### config.mk
export PLATFORM = sky130hd
export DESIGN_NAME = link_heartbeat_supervisor
export DESIGN_NICKNAME = d
export VERILOG_FILES = /design/src/sv/lhs_pkg.sv /design/src/sv/lhs_chan_table.sv /design/src/sv/lhs_chan_update.sv /design/src/sv/link_heartbeat_supervisor.sv
export VERILOG_INCLUDE_DIRS = /design/src /design/src/sv
export SDC_FILE = /design/constraint.sdc
export NUM_CORES = 1
export LEC_CHECK = 0
export BUFFER_PORTS_ARGS = -buffer_cell sky130_fd_sc_hd__buf_2
export CAP_MARGIN = 5
export CORE_AREA = 2 2 251 315
export CTS_CLUSTER_DIAMETER = 50
export DETAILED_ROUTE_END_ITERATION = 12
export DIE_AREA = 0 0 253 317
export GPL_TIMING_DRIVEN = 0
export PLACE_DENSITY_LB_ADDON = 0.15
export SLEW_MARGIN = 25
export SYNTH_ARGS = -nofsm -noshare
export SYNTH_HDL_FRONTEND = slang
export SYNTH_SLANG_ARGS = --single-unit
### constraint.sdc
create_clock -name clk -period 9 [get_ports clk]
set_input_delay 1.8 -clock clk [delete_from_list [all_inputs] [get_ports clk]]
set_output_delay 1.8 -clock clk [all_outputs]
set_load 0.02 [all_outputs]
### src/sv/link_heartbeat_supervisor_defines.svh
// ----------------------------------------------------------------------------
// Link heartbeat supervisor: assertion macros
// Clocked on clk, disabled during rst.
// ----------------------------------------------------------------------------
`ifndef LINK_HEARTBEAT_SUPERVISOR_DEFINES_SVH
`define LINK_HEARTBEAT_SUPERVISOR_DEFINES_SVH

// same-cycle implication
`define LHS_ASSERT_IMP(label, ante, cons, msg) \
  label: assert property (@(posedge clk) disable iff (rst) (ante) |-> (cons)) \
    else $error(msg);

// next-cycle implication
`define LHS_ASSERT_NEXT(label, ante, cons, msg) \
  label: assert property (@(posedge clk) disable iff (rst) (ante) |=> (cons)) \
    else $error(msg);

`endif

### src/sv/lhs_pkg.sv
// ----------------------------------------------------------------------------
// lhs_pkg
// Types, codes and constants shared by the link heartbeat supervisor.
// ----------------------------------------------------------------------------
package lhs_pkg;

  localparam int CHANNELS   = 16;
  localparam int IDX_W      = 4;
  localparam int CNT_W      = IDX_W + 1;
  localparam int TIME_W     = 32;
  localparam int TMO_W      = 20;
  localparam int MISS_W     = 8;
  localparam int CFG_IDX_W  = 3;
  localparam int CFG_DATA_W = 20;

  localparam logic [MISS_W-1:0] MIN_CHECK_LIMIT = 8'd10;
  localparam logic [MISS_W-1:0] MISS_MAX        = 8'hFF;

  // register indexes
  localparam logic [CFG_IDX_W-1:0] CFG_CHANNEL_COUNT = 3'd0;
  localparam logic [CFG_IDX_W-1:0] CFG_IDLE_TIMEOUT  = 3'd1;
  localparam logic [CFG_IDX_W-1:0] CFG_REPLY_TIMEOUT = 3'd2;
  localparam logic [CFG_IDX_W-1:0] CFG_CONN_TIMEOUT  = 3'd3;
  localparam logic [CFG_IDX_W-1:0] CFG_RETRY_DELAY   = 3'd4;
  localparam logic [CFG_IDX_W-1:0] CFG_CHECK_LIMIT   = 3'd5;

  // register reset values
  localparam logic [CNT_W-1:0]  RST_CHANNEL_COUNT = 5'd16;
  localparam logic [TMO_W-1:0]  RST_IDLE_TIMEOUT  = 20'd10000;
  localparam logic [TMO_W-1:0]  RST_REPLY_TIMEOUT = 20'd5000;
  localparam logic [TMO_W-1:0]  RST_CONN_TIMEOUT  = 20'd30000;
  localparam logic [TMO_W-1:0]  RST_RETRY_DELAY   = 20'd5000;
  localparam logic [MISS_W-1:0] RST_CHECK_LIMIT   = 8'd10;

  // input functions
  localparam logic [2:0] FUNC_TICK      = 3'd0;
  localparam logic [2:0] FUNC_CONN_OK   = 3'd1;
  localparam logic [2:0] FUNC_CONN_FAIL = 3'd2;
  localparam logic [2:0] FUNC_HB_REPLY  = 3'd3;
  localparam logic [2:0] FUNC_LINK_LOST = 3'd4;

  // commands
  localparam logic [1:0] CMD_RECONNECT = 2'd0;
  localparam logic [1:0] CMD_HEARTBEAT = 2'd1;
  localparam logic [1:0] CMD_DEAD      = 2'd2;

  typedef enum logic [2:0] {
    MODE_DISC,
    MODE_CONN,
    MODE_IDLE,
    MODE_CHECK,
    MODE_WAIT
  } mode_t;

  typedef enum logic [1:0] {
    ST_IDLE,
    ST_EVENT,
    ST_SWEEP,
    ST_FLUSH
  } state_t;

  typedef struct packed {
    logic [2:0]       func;
    logic [IDX_W-1:0] channel;
  } in_item_t;

  typedef struct packed {
    logic [IDX_W-1:0] out_channel;
    logic [1:0]       command;
    logic             last;
  } out_item_t;

  typedef struct packed {
    mode_t             mode;
    logic [TIME_W-1:0] stamp;
    logic [MISS_W-1:0] missed;
  } chan_entry_t;

  localparam chan_entry_t ENTRY_RESET = '{mode: MODE_DISC, stamp: '0, missed: '0};

  typedef struct packed {
    logic [CNT_W-1:0]  channel_count;
    logic [TMO_W-1:0]  idle_timeout_ms;
    logic [TMO_W-1:0]  reply_timeout_ms;
    logic [TMO_W-1:0]  connect_timeout_ms;
    logic [TMO_W-1:0]  retry_delay_ms;
    logic [MISS_W-1:0] check_limit;
  } cfg_t;

  typedef struct packed {
    logic             en;
    logic [IDX_W-1:0] addr;
  } mem_rd_t;

  typedef struct packed {
    logic             en;
    logic [IDX_W-1:0] addr;
    chan_entry_t      entry;
  } mem_wr_t;

  typedef struct packed {
    chan_entry_t entry;
    logic        emit;
    logic [1:0]  cmd;
  } upd_t;

endpackage

### src/sv/lhs_chan_table.sv
// ----------------------------------------------------------------------------
// lhs_chan_table
// Channel table: one-port-read, one-port-write synchronous memory with
// per-entry valid flags so that unwritten entries read as the reset entry.
// ----------------------------------------------------------------------------
module lhs_chan_table (
  input  logic                 clk,
  input  logic                 rst,
  input  lhs_pkg::mem_rd_t     rd,
  input  lhs_pkg::mem_wr_t     wr,
  output lhs_pkg::chan_entry_t rd_entry
);

  lhs_pkg::chan_entry_t             mem [lhs_pkg::CHANNELS];
  logic [lhs_pkg::CHANNELS-1:0]     valid;
  lhs_pkg::chan_entry_t             rd_q;
  logic                             rd_valid;

  always_ff @(posedge clk) begin
    if (wr.en) begin
      mem[wr.addr] <= wr.entry;
    end
    if (rd.en) begin
      rd_q     <= mem[rd.addr];
      rd_valid <= valid[rd.addr];
    end
  end

  always_ff @(posedge clk) begin
    if (rst) begin
      valid <= '0;
    end else if (wr.en) begin
      valid[wr.addr] <= 1'b1;
    end
  end

  assign rd_entry = rd_valid ? rd_q : lhs_pkg::ENTRY_RESET;

endmodule

### src/sv/lhs_chan_update.sv
// ----------------------------------------------------------------------------
// lhs_chan_update
// Per-channel tick rule: picks the timeout for the mode, checks elapsed time
// and returns the new entry and any command.
// ----------------------------------------------------------------------------
module lhs_chan_update (
  input  lhs_pkg::chan_entry_t        entry,
  input  logic [lhs_pkg::TIME_W-1:0]  now,
  input  lhs_pkg::cfg_t               cfg,
  output lhs_pkg::upd_t               res
);

  logic [lhs_pkg::TMO_W-1:0]  tmo;
  logic [lhs_pkg::TIME_W-1:0] elapsed;
  logic                       timed_out;
  logic [lhs_pkg::MISS_W-1:0] limit;

  always_comb begin
    case (entry.mode)
      lhs_pkg::MODE_DISC: tmo = cfg.retry_delay_ms;
      lhs_pkg::MODE_IDLE: tmo = cfg.idle_timeout_ms;
      lhs_pkg::MODE_WAIT: tmo = cfg.reply_timeout_ms;
      lhs_pkg::MODE_CONN: tmo = cfg.connect_timeout_ms;
      default:            tmo = '0;
    endcase
  end

  // elapsed wraps modulo 2^32
  assign elapsed   = now - entry.stamp;
  assign timed_out = elapsed >= {{(lhs_pkg::TIME_W-lhs_pkg::TMO_W){1'b0}}, tmo};
  assign limit     = (cfg.check_limit < lhs_pkg::MIN_CHECK_LIMIT) ?
                     lhs_pkg::MIN_CHECK_LIMIT : cfg.check_limit;

  always_comb begin
    res.entry = entry;
    res.emit  = 1'b0;
    res.cmd   = lhs_pkg::CMD_RECONNECT;
    case (entry.mode)
      lhs_pkg::MODE_DISC: begin
        if (timed_out) begin
          res.emit        = 1'b1;
          res.cmd         = lhs_pkg::CMD_RECONNECT;
          res.entry.mode  = lhs_pkg::MODE_CONN;
          res.entry.stamp = now;
        end
      end
      lhs_pkg::MODE_IDLE: begin
        if (timed_out) begin
          res.entry.mode = lhs_pkg::MODE_CHECK;
        end
      end
      lhs_pkg::MODE_CHECK: begin
        res.emit = 1'b1;
        if (entry.missed >= limit) begin
          res.cmd          = lhs_pkg::CMD_DEAD;
          res.entry.mode   = lhs_pkg::MODE_DISC;
          res.entry.missed = '0;
        end else begin
          res.cmd         = lhs_pkg::CMD_HEARTBEAT;
          res.entry.mode  = lhs_pkg::MODE_WAIT;
          res.entry.stamp = now;
        end
      end
      lhs_pkg::MODE_WAIT: begin
        if (timed_out) begin
          res.entry.mode = lhs_pkg::MODE_CHECK;
          if (entry.missed != lhs_pkg::MISS_MAX) begin
            res.entry.missed = entry.missed + 1'b1;
          end
        end
      end
      lhs_pkg::MODE_CONN: begin
        if (timed_out) begin
          res.entry.mode = lhs_pkg::MODE_DISC;
        end
      end
      default: begin
        res.entry = entry;
      end
    endcase
  end

endmodule

### src/sv/link_heartbeat_supervisor.sv
// ----------------------------------------------------------------------------
// link_heartbeat_supervisor
// Keeps a table of link channels in a synchronous memory; ticks sweep the
// table with read-modify-write and issue reconnect/heartbeat/dead commands.
//
//   channel  dir  handshake            payload
//   in       in   in_valid / in_stall   in_data  (func, channel)
//   out      out  out_valid / out_stall out_data (out_channel, command, last)
//   cfg      in   cfg_valid / cfg_ready cfg_index, cfg_data
//
// A tick sweeps min(channel_count, 16) entries, one per cycle through the
// table's read port unless paused, each written back after its read; a flush
// state releases the final command with last set. An event is a read and a
// write-back. A tick with no channel in use, and any ignored item, stays idle.
// A stalled output pauses the sweep when a further command comes up while one
// sits in the output register and one is parked; the last one waits likewise.
// Synchronous reset; the table comes out of reset via its valid flags.
// ----------------------------------------------------------------------------
`include "link_heartbeat_supervisor_defines.svh"

module link_heartbeat_supervisor (
  input  logic                              clk,
  input  logic                              rst,
  input  logic                              in_valid,
  output logic                              in_stall,
  input  lhs_pkg::in_item_t                 in_data,
  output logic                              out_valid,
  input  logic                              out_stall,
  output lhs_pkg::out_item_t                out_data,
  input  logic                              cfg_valid,
  output logic                              cfg_ready,
  input  logic [lhs_pkg::CFG_IDX_W-1:0]     cfg_index,
  input  logic [lhs_pkg::CFG_DATA_W-1:0]    cfg_data
);

  lhs_pkg::state_t             state, state_next;
  lhs_pkg::cfg_t               cfg;
  logic [lhs_pkg::TIME_W-1:0]  now;
  logic [lhs_pkg::IDX_W-1:0]   idx;
  logic [2:0]                  ev_func;
  logic                        pend_valid;
  logic [lhs_pkg::IDX_W-1:0]   pend_channel;
  logic [1:0]                  pend_cmd;

  lhs_pkg::mem_rd_t            rd;
  lhs_pkg::mem_wr_t            wr;
  lhs_pkg::chan_entry_t        rd_entry;
  lhs_pkg::upd_t               upd;

  logic [lhs_pkg::CNT_W-1:0]   used;
  logic [lhs_pkg::CNT_W-1:0]   idx_inc;
  logic                        accept;
  logic                        tick_start;
  logic                        ev_start;
  logic                        out_free;
  logic                        go;
  logic                        more;
  logic                        load_out;
  logic                        load_last;
  logic                        pend_take;

  lhs_chan_table u_table (
    .clk      (clk),
    .rst      (rst),
    .rd       (rd),
    .wr       (wr),
    .rd_entry (rd_entry)
  );

  lhs_chan_update u_update (
    .entry (rd_entry),
    .now   (now),
    .cfg   (cfg),
    .res   (upd)
  );

  assign used = (cfg.channel_count > lhs_pkg::CNT_W'(lhs_pkg::CHANNELS)) ?
                lhs_pkg::CNT_W'(lhs_pkg::CHANNELS) : cfg.channel_count;
  assign idx_inc   = {1'b0, idx} + 1'b1;
  assign more      = idx_inc < used;
  assign in_stall  = (state != lhs_pkg::ST_IDLE);
  assign cfg_ready = 1'b1;
  assign accept    = in_valid && !in_stall;
  assign out_free  = !out_valid || !out_stall;

  // outputs / datapath control
  always_comb begin
    tick_start = 1'b0;
    ev_start   = 1'b0;
    go         = 1'b0;
    load_out   = 1'b0;
    load_last  = 1'b0;
    pend_take  = 1'b0;
    rd         = '0;
    wr         = '0;
    case (state)
      lhs_pkg::ST_IDLE: begin
        if (accept) begin
          tick_start = (in_data.func == lhs_pkg::FUNC_TICK) && (used != '0);
          ev_start   = (in_data.func inside {[lhs_pkg::FUNC_CONN_OK:lhs_pkg::FUNC_LINK_LOST]})
                       && ({1'b0, in_data.channel} < used);
        end
        rd.en   = tick_start || ev_start;
        rd.addr = tick_start ? '0 : in_data.channel;
      end
      lhs_pkg::ST_EVENT: begin
        wr.en          = 1'b1;
        wr.addr        = idx;
        wr.entry       = rd_entry;
        wr.entry.stamp = now;
        case (ev_func)
          lhs_pkg::FUNC_CONN_OK: wr.entry.mode = lhs_pkg::MODE_IDLE;
          lhs_pkg::FUNC_HB_REPLY: begin
            wr.entry.mode   = lhs_pkg::MODE_IDLE;
            wr.entry.missed = '0;
          end
          default: wr.entry.mode = lhs_pkg::MODE_DISC;
        endcase
      end
      lhs_pkg::ST_SWEEP: begin
        // a new command can only park if the held one can move on
        go = !(upd.emit && pend_valid && !out_free);
        if (go) begin
          wr.en     = 1'b1;
          wr.addr   = idx;
          wr.entry  = upd.entry;
          load_out  = upd.emit && pend_valid;
          rd.en     = more;
          rd.addr   = idx_inc[lhs_pkg::IDX_W-1:0];
        end
      end
      lhs_pkg::ST_FLUSH: begin
        if (pend_valid && out_free) begin
          load_out  = 1'b1;
          load_last = 1'b1;
          pend_take = 1'b1;
        end
      end
      default: begin
        go = 1'b0;
      end
    endcase
  end

  // next state
  always_comb begin
    state_next = state;
    case (state)
      lhs_pkg::ST_IDLE: begin
        if (tick_start) begin
          state_next = lhs_pkg::ST_SWEEP;
        end else if (ev_start) begin
          state_next = lhs_pkg::ST_EVENT;
        end
      end
      lhs_pkg::ST_EVENT: state_next = lhs_pkg::ST_IDLE;
      lhs_pkg::ST_SWEEP: begin
        if (go && !more) begin
          state_next = lhs_pkg::ST_FLUSH;
        end
      end
      lhs_pkg::ST_FLUSH: begin
        if (!pend_valid || pend_take) begin
          state_next = lhs_pkg::ST_IDLE;
        end
      end
      default: state_next = lhs_pkg::ST_IDLE;
    endcase
  end

  always_ff @(posedge clk) begin
    if (rst) begin
      state                  <= lhs_pkg::ST_IDLE;
      now                    <= '0;
      pend_valid             <= 1'b0;
      out_valid              <= 1'b0;
      cfg.channel_count      <= lhs_pkg::RST_CHANNEL_COUNT;
      cfg.idle_timeout_ms    <= lhs_pkg::RST_IDLE_TIMEOUT;
      cfg.reply_timeout_ms   <= lhs_pkg::RST_REPLY_TIMEOUT;
      cfg.connect_timeout_ms <= lhs_pkg::RST_CONN_TIMEOUT;
      cfg.retry_delay_ms     <= lhs_pkg::RST_RETRY_DELAY;
      cfg.check_limit        <= lhs_pkg::RST_CHECK_LIMIT;
    end else begin
      state <= state_next;
      if (accept && in_data.func == lhs_pkg::FUNC_TICK) begin
        now <= now + 1'b1;
      end
      if (cfg_valid && cfg_ready) begin
        case (cfg_index)
          lhs_pkg::CFG_CHANNEL_COUNT: cfg.channel_count      <= cfg_data[lhs_pkg::CNT_W-1:0];
          lhs_pkg::CFG_IDLE_TIMEOUT:  cfg.idle_timeout_ms    <= cfg_data;
          lhs_pkg::CFG_REPLY_TIMEOUT: cfg.reply_timeout_ms   <= cfg_data;
          lhs_pkg::CFG_CONN_TIMEOUT:  cfg.connect_timeout_ms <= cfg_data;
          lhs_pkg::CFG_RETRY_DELAY:   cfg.retry_delay_ms     <= cfg_data;
          lhs_pkg::CFG_CHECK_LIMIT:   cfg.check_limit        <= cfg_data[lhs_pkg::MISS_W-1:0];
          default: ;
        endcase
      end
      if (load_out) begin
        out_valid <= 1'b1;
      end else if (out_valid && !out_stall) begin
        out_valid <= 1'b0;
      end
      if (state == lhs_pkg::ST_SWEEP && go && upd.emit) begin
        pend_valid <= 1'b1;
      end else if (pend_take) begin
        pend_valid <= 1'b0;
      end
    end
  end

  // payload registers
  always_ff @(posedge clk) begin
    if (tick_start) begin
      idx <= '0;
    end else if (ev_start) begin
      idx <= in_data.channel;
    end else if (state == lhs_pkg::ST_SWEEP && go && more) begin
      idx <= idx_inc[lhs_pkg::IDX_W-1:0];
    end
    if (ev_start) begin
      ev_func <= in_data.func;
    end
    if (load_out) begin
      out_data.out_channel <= pend_channel;
      out_data.command     <= pend_cmd;
      out_data.last        <= load_last;
    end
    if (state == lhs_pkg::ST_SWEEP && go && upd.emit) begin
      pend_channel <= idx;
      pend_cmd     <= upd.cmd;
    end
  end

  `LHS_ASSERT_IMP(a_idle_no_pending, state == lhs_pkg::ST_IDLE, !pend_valid,
                  "held command left over after a tick")
  `LHS_ASSERT_NEXT(a_sweep_hold, state == lhs_pkg::ST_SWEEP && !go,
                   state == lhs_pkg::ST_SWEEP && idx == $past(idx),
                   "sweep moved on while blocked")
  `LHS_ASSERT_NEXT(a_flush_last, state == lhs_pkg::ST_FLUSH && pend_valid && out_free,
                   out_valid && out_data.last,
                   "final command of a tick not marked last")
  `LHS_ASSERT_IMP(a_write_no_read_clash, wr.en && rd.en, wr.addr != rd.addr,
                  "read and write of the same entry in one cycle")

endmodule

; Yosys cells after proc, flatten, opt, wreduce, memory -nomap -nowiden
; Memories as Yosys holds them, arrays and structs flattened. A register that Yosys moved wholly into a read port is not among the register bits.
; Cells that the tools add are included.
[totals]
reg_bits = 166
latchBits = 0
ramBits = 688
rom_bits = 0
wordCells = 149
n_memories = 1
[mem_list]
columns = name, words, word_bits, read_ports, rd_ports_with_merged_regs, wr, line_no
row1 = u_table.mem, 16, 43, 1, 1, 1, lhs_chan_table.sv:14  ; lhs_pkg::chan_entry_t mem [lhs_pkg::CHANNELS];
[classes]
add_sub_neg = 4
n_mul = 0
n_div = 0
magnitude_cmp = 11
eq_ne = 18
shift = 0
mux = 53
bitwise_logic = 1
reduce_logical = 42
[op_table]
columns = operator, count
row1 = case mux 48 bit (2 select lines), 1
row2 = case mux 20 bit (4 select lines), 1
row3 = case mux 32 bit (2 select lines), 1
row4 = two-way mux 48 bit, 1
row5 = two-way mux 43 bit, 1
row6 = two-way mux 8 bit, 5
row7 = two-way mux 35 bit, 1
row8 = "adder 32 x 1 -> 32 bit, second input constant", 1
row9 = >= comparator 32 x 20 -> 1 bit, 1
row10 = two-way mux 32 bit, 1
row11 = subtractor 32 bit, 1
row12 = two-way mux 1 bit, 18
row13 = OR 16 bit, 1
row14 = case mux 8 bit (2 select lines), 1
row15 = "== test 3 x 2 -> 1 bit, second input constant", 5
row16 = logical AND 1 bit, 14
row17 = two-way mux 2 bit, 6
row18 = two-way mux 3 bit, 4
row19 = two-way mux 4 bit, 3
row20 = case mux 3 bit (4 select lines), 1
row21 = AND reduction 2 bit, 6
row22 = "< comparator 4 x 5 -> 1 bit, second input constant", 2
row23 = two-way mux 5 bit, 2
row24 = case mux 5 bit (2 select lines), 1
row25 = other kinds (30), 50

; Depth between registers and ports, before layout
[depth]
depth_word = 15
mapped_depth = 32

; Modules after synthesis
; Synthesis repeated with hierarchy kept, for this count alone.
[unflattened]
cells_unflattened = 2528
hier_area_um2 = 38205.4
[by_module_without_submodules]
columns = mod, n_inst, cells_per_inst, area_per_inst_um2, seq_area_each_um2
row1 = lhs_chan_table, 1, 1232, 28039.4, 22301.4
row2 = link_heartbeat_supervisor, 1, 779, 6475.0, 3143.0
row3 = lhs_chan_update, 1, 517, 3691.0, 0.0

; Least setup slack after synthesis
; Ideal clock, no wire load.
[synth_path]
kind = register to register
from = register u_table.rd_valid
to = memory u_table.mem[2][0] in the netlist's numbering, enable pin
setup_ns = 0.499
t_arrival_ns = 9.021
required_time_ns = 8.501
path_slack_ns = -0.520
path_stages_with_launch = 29
n_path_buf = 6
period_less_slack_ns = 9.520
path_cell_list = edfxtp_1 -> clkbuf_1 -> clkbuf_1 -> clkbuf_1 -> clkbuf_1 -> nand2_1 -> fa_1 -> a21o_1 -> a221o_1 -> nor2_1 -> nor3_1 -> a21oi_1 -> o21ai_0 -> a21o_1 -> a21oi_1 -> xnor2_1 -> ha_1 -> and4_1 -> o21ai_0 -> a31o_2 -> o2111ai_1 -> or3_1 -> or4_1 -> buf_2 -> o21ai_2 -> buf_4 -> o21ai_1 -> or3b_1 -> nor3_1
[synth_between]
elab_chain_cells = 12
elab_cells_between_ends = 17
[synth_rtl]
columns = element, line_no
row1 = start: declaration, lhs_chan_table.sv:17  ; logic rd_valid;
row2 = start signal: assignment, lhs_chan_table.sv:25  ; rd_valid <= valid[rd.addr];
row3 = two-way mux 43 bit (*), lhs_chan_table.sv:37  ; assign rd_entry = rd_valid ? rd_q : lhs_pkg::ENTRY_RESET;
row4 = branches (longest 4 deep; another with subtractor 32 bit), --
row5 = case mux 3 bit (2 select lines) (*), lhs_chan_update.sv:38  ; case (entry.mode)
row6 = logical AND 1 bit (*) (2 in a row), link_heartbeat_supervisor.sv:122  ; go = !(upd.emit && pend_valid && !out_free);
row7 = two-way mux 48 bit (*), link_heartbeat_supervisor.sv:123  ; if (go) begin
row8 = case mux 48 bit (2 select lines) (*), link_heartbeat_supervisor.sv:96  ; case (state)
row9 = two-way mux 1 bit, lhs_chan_table.sv:20  ; if (wr.en) begin
row10 = two-way mux 1 bit (not written as such), lhs_chan_table.sv:21  ; mem[wr.addr] <= wr.entry;
row11 = end: declaration, lhs_chan_table.sv:14
; Every way passes the cells marked *.

; Worst setup path after layout
[layout_path]
from = register u_table.rd_valid
to = register u_table.rd_q[4] (netlist name)
[layout_between]
elab_chain_cells = 10
elab_cells_between_ends = 15
[layout_rtl]
columns = element, line_no
row1 = two-way mux 43 bit (*), lhs_chan_table.sv:37
row2 = branches (longest 4 deep; another with subtractor 32 bit), --
row3 = case mux 3 bit (2 select lines) (*), lhs_chan_update.sv:38
row4 = logical AND 1 bit (*) (2 in a row), link_heartbeat_supervisor.sv:122
row5 = two-way mux 5 bit (*), link_heartbeat_supervisor.sv:123
row6 = case mux 5 bit (2 select lines) (*), link_heartbeat_supervisor.sv:96
; Marked as above.
; A chain may end at the register's enable or synchronous reset.

==> reports/qor.txt <==
Outcome = complete, no violations
Layout cells sized above 1 = 11.3%
EDFF count, synth = 748
Die Width = 253 microns
CTS tree = built
Ys async rst share = 0%
Synthesized flop and latch total = 897
Endpoint type of the worst setup path = flop
Largest net degree at the start of global routing = 23
CTS sink cnt = 897
Io pins = 45
CTS clk-pin slew, worst paths = 0.06 ns
Fillcell total = 6145
Main synth FF type = edfxtp_1
Cell area after synthesis = 38300 sq um
Area leader, netlist = edfxtp_1
Largest family of logic cells by synthesized area = compound AO/OA/AOI/OAI gates
1st-iter DRT viols = 2546
Initial DRT Pass Iterations = 6
Syn Nets = 3045
Most frequent cell after synthesis = edfxtp_1
Diode count = 0
Synth Area in XOR/XNOR = 1.40%
Switch Pwr = 3.22 mW
Synth cell count leaders = edfxtp_1, nand2_1, a21oi_1
PwrDens = 247 nW/um^2
Post-Synthesis Cells = 2935
Hold Path Class = flop to flop
DP Area = 40700 sq um
Pint = 7.62 mW
HPWL after DPL = 78400 microns
Worst Hold Path Cells = 0
Mean Syn Cell Area = 13.0 sq um
Port-buffer cells = 41
DR vias = 25700
CTS Hold Bufs = 0
Fin Setup TNS = 0 ns
Drt drc = 0
Number of global-route vias before repair = 25700
# rows = 114
Die area = 80200 sq um
Post-route cell area = 43900 sq um
Fmax = 0.115 GHz
Clock latency on the worst-skew pair = 0.66 ns
Synth unique cells = 81
Area contributors post-synth = edfxtp_1, dfxtp_1, mux2i_1, nand2_1, a21oi_1
Nets = 3225
Critical Path RT = 9.34 ns
Vias/cell = 6.15
Mux contribution to synthesized area = 5.89%
Total GRT Usage = 27.0%
Cell depth of the worst setup path = 25
Final setup violation count = 0
Critical path type = flop to flop
Root Buffer = clkbuf_16
CTS buffer count = 94
Total congestion overflow = 0
Yosys top cell area share = 58.7%
Starting density of the core = 49.7%
Combinational Power Share = 21.0%
Max-Cap Viols = 0
Final wirelength = 108000 microns
RSZ-0062 raised after global routing = false
Min cycle time layout = 8.72 ns
Routed WL per cell = 25.9 microns
Ys Warns = 0
GPL Wtd Cong = 0.895
Reg2Reg Depth = 25
Crit path buffers/inverters = 6
Compound-Gate Fraction of Synth Area = 12.0%
Clk pwr share = 35.6%
Die height = 317 microns
Initial antenna violation count = 2
First-pass GRT wire length = 160000 microns
Sw Share = 29.7%
Worst Path Arrival = 9.06 ns
Worst clock skew = 0.0252 ns
Total core area = 77000 sq um
CTS HTree Levels = 3
Period utilization = 96.9%
Synth Area in Adders = 2.47%
Antenna viol nets, final = 0
Final Hold Viols = 0
Max incr delay on CP = 0.95 ns
Post-synthesis sequential area ratio = 66.5%
CP max FO = 19
Worst-Margin Slew = 1.04 ns
Cell family with most CP delay = simple AND/OR/NAND/NOR gates
VDD IR max = 0.159 mV
Relative slew slack = 28.6%
Leak = 15.1 nW
Slew Limit Fails = 0
Slowest cell on crit path = a2111oi_0
Area Growth Syn to Fin = 14.7%
CTS max path bufs = 3
Seq pwr share = 43.4%
Critical Path Source Type = flop
Fraction of the mapped netlist area in simple logic gates = 9.18%
[layer usage]
metal | vias to the layer above | GRT usage, % | part of all wire [%]
met2 | 999 | 47.1 | 50
met5 | - | 0 | 0
met3 | 265 | 3.63 | 6.0
met1 | 12800 | 33.4 | 40
li1 | 11600 | - | -
met4 | 0 | 12.5 | 4.6
[worst register-to-register path: stages (launching register included)]
cell	delay, ns
edfxtp_1	0.56
clkbuf_4	0.38
buf_1	0.40
nand2_1	0.11
ha_1	0.29
clkbuf_1	0.34
nand4_1	0.23
a2111oi_0	0.95
nor2_1	0.17
nand2_1	0.15
xor2_1	0.23
ha_1	0.29
and4_1	0.24
o21ai_0	0.11
a31o_2	0.18
o2111ai_1	0.14
or3_1	0.40
or4_1	0.64
buf_2	0.24
o21ai_2	0.26
buf_4	0.24
a211oi_1	0.12
o21bai_4	0.43
clkbuf_1	0.62
a221oi_1	0.13
or4_1	0.58
[cells in the final DEF, fill, tap and decap left out, types with 12 or more instances in the layout]
| master | instances |
|---|---|
| edfxtp_1 | 748 |
| nand2_1 | 431 |
| a21oi_1 | 261 |
| mux2i_1 | 223 |
| dfxtp_1 | 149 |
| clkbuf_1 | 135 |
| clkbuf_16 | 98 |
| nor2_1 | 92 |
| o22ai_1 | 88 |
| a221oi_1 | 88 |
| ha_1 | 74 |
| buf_2 | 73 |
| or4_1 | 45 |
| nand3_1 | 40 |
| o21ai_0 | 39 |
| inv_1 | 34 |
| xor2_1 | 33 |
| buf_6 | 30 |
| xnor2_1 | 28 |
| a32o_2 | 26 |
| and3_1 | 25 |
| a21boi_0 | 23 |
| nand3b_1 | 22 |
| a222oi_1 | 20 |
| clkinv_1 | 18 |
| a21o_1 | 17 |
| nand4_1 | 17 |
| nand2b_1 | 16 |
| o21a_1 | 14 |
| clkinv_2 | 14 |
| o211ai_1 | 13 |
| nor3_1 | 13 |
| nor2_4 | 12 |
| buf_16 | 12 |
| buf_12 | 12 |
[registers in the layout, indices dropped and copies added, names as in the netlist]
signal and cells:
u_table.valid 16, u_table.rd_q 43, u_table.mem 688, pend_cmd 2
idx 4, out_valid 1, cfg 93, out_data 7
u_table.rd_valid 1, ev_func 3, now 32, pend_valid 1
pend_channel 4, state 2
[worst paths after layout]
kind,slack [ns],from,end
setup / recovery,0.28,u_table.rd_valid$_DFFE_PP_,u_table.rd_q[4]$_DFFE_PP_
hold / removal,0.42,pend_channel[2]$_DFFE_PP_,out_data[5]$_DFFE_PP_
setup reg to reg,0.28,u_table.rd_valid$_DFFE_PP_,u_table.rd_q[4]$_DFFE_PP_
hold reg to reg,0.42,pend_channel[2]$_DFFE_PP_,out_data[5]$_DFFE_PP_
[power by group through the flow]
stage | combinational, mW | clock, mW | sequential, mW
after floorplan | 1.45 | 0 | 4.76
after global placement | 2.15 | 0 | 4.80
after detailed placement | 2.24 | 0 | 4.79
after CTS | 2.25 | 3.91 | 4.71
after global routing | 2.44 | 4.08 | 4.72
final | 2.27 | 3.86 | 4.71
[layout make-up]
type | instances | area, sq um | share of cell area [%]
Buffer | 185 | 846 | 1.93
Clock buffer | 116 | 2530 | 5.77
Clock inverter | 57 | 537 | 1.22
Inverter | 36 | 135 | 0.308
Multi-Input combinational cell | 1814 | 12100 | 27.7
Sequential cell | 897 | 25400 | 58.0
Tap cell | 986 | 1230 | 2.81
Timing Repair Buffer | 87 | 1010 | 2.31
[timing repair]
action,CTS,global route
endpoints found under the hold margin,0,0
pin swaps,0,0
endpoints found under the setup margin,1450,599
buffers inserted,0,3
gates cloned,0,0
gates resized for setup,44,11
[cells by family (layout without fill, tap and decap cells)]
family,Yosys count,after routing
xor gates and xnor gates,61,61
adders and majority gates,75,75
and+or+nand+nor,769,769
DFF,897,897
muxes,225,225
AOI/OAI and AO/OA,683,683
buffers and inverters,224,481
other,1,1
[stage by stage]
stage	power (mW)	cells	util (%)	hold WS, ns	setup slack, ns
after detailed placement	7.03	4005	52.8	0.407	-1.36
after CTS	10.9	4175	56.8	0.426	0.154
after global routing	11.2	4178	57.0	0.432	0.0512
after global placement	6.95	3962	51.6	0.402	-3.83
after floorplan	6.21	2935	-	0.400	0.668
final	10.8	4178	57.0	0.424	0.279
Power figures use the tool's default switching activity.
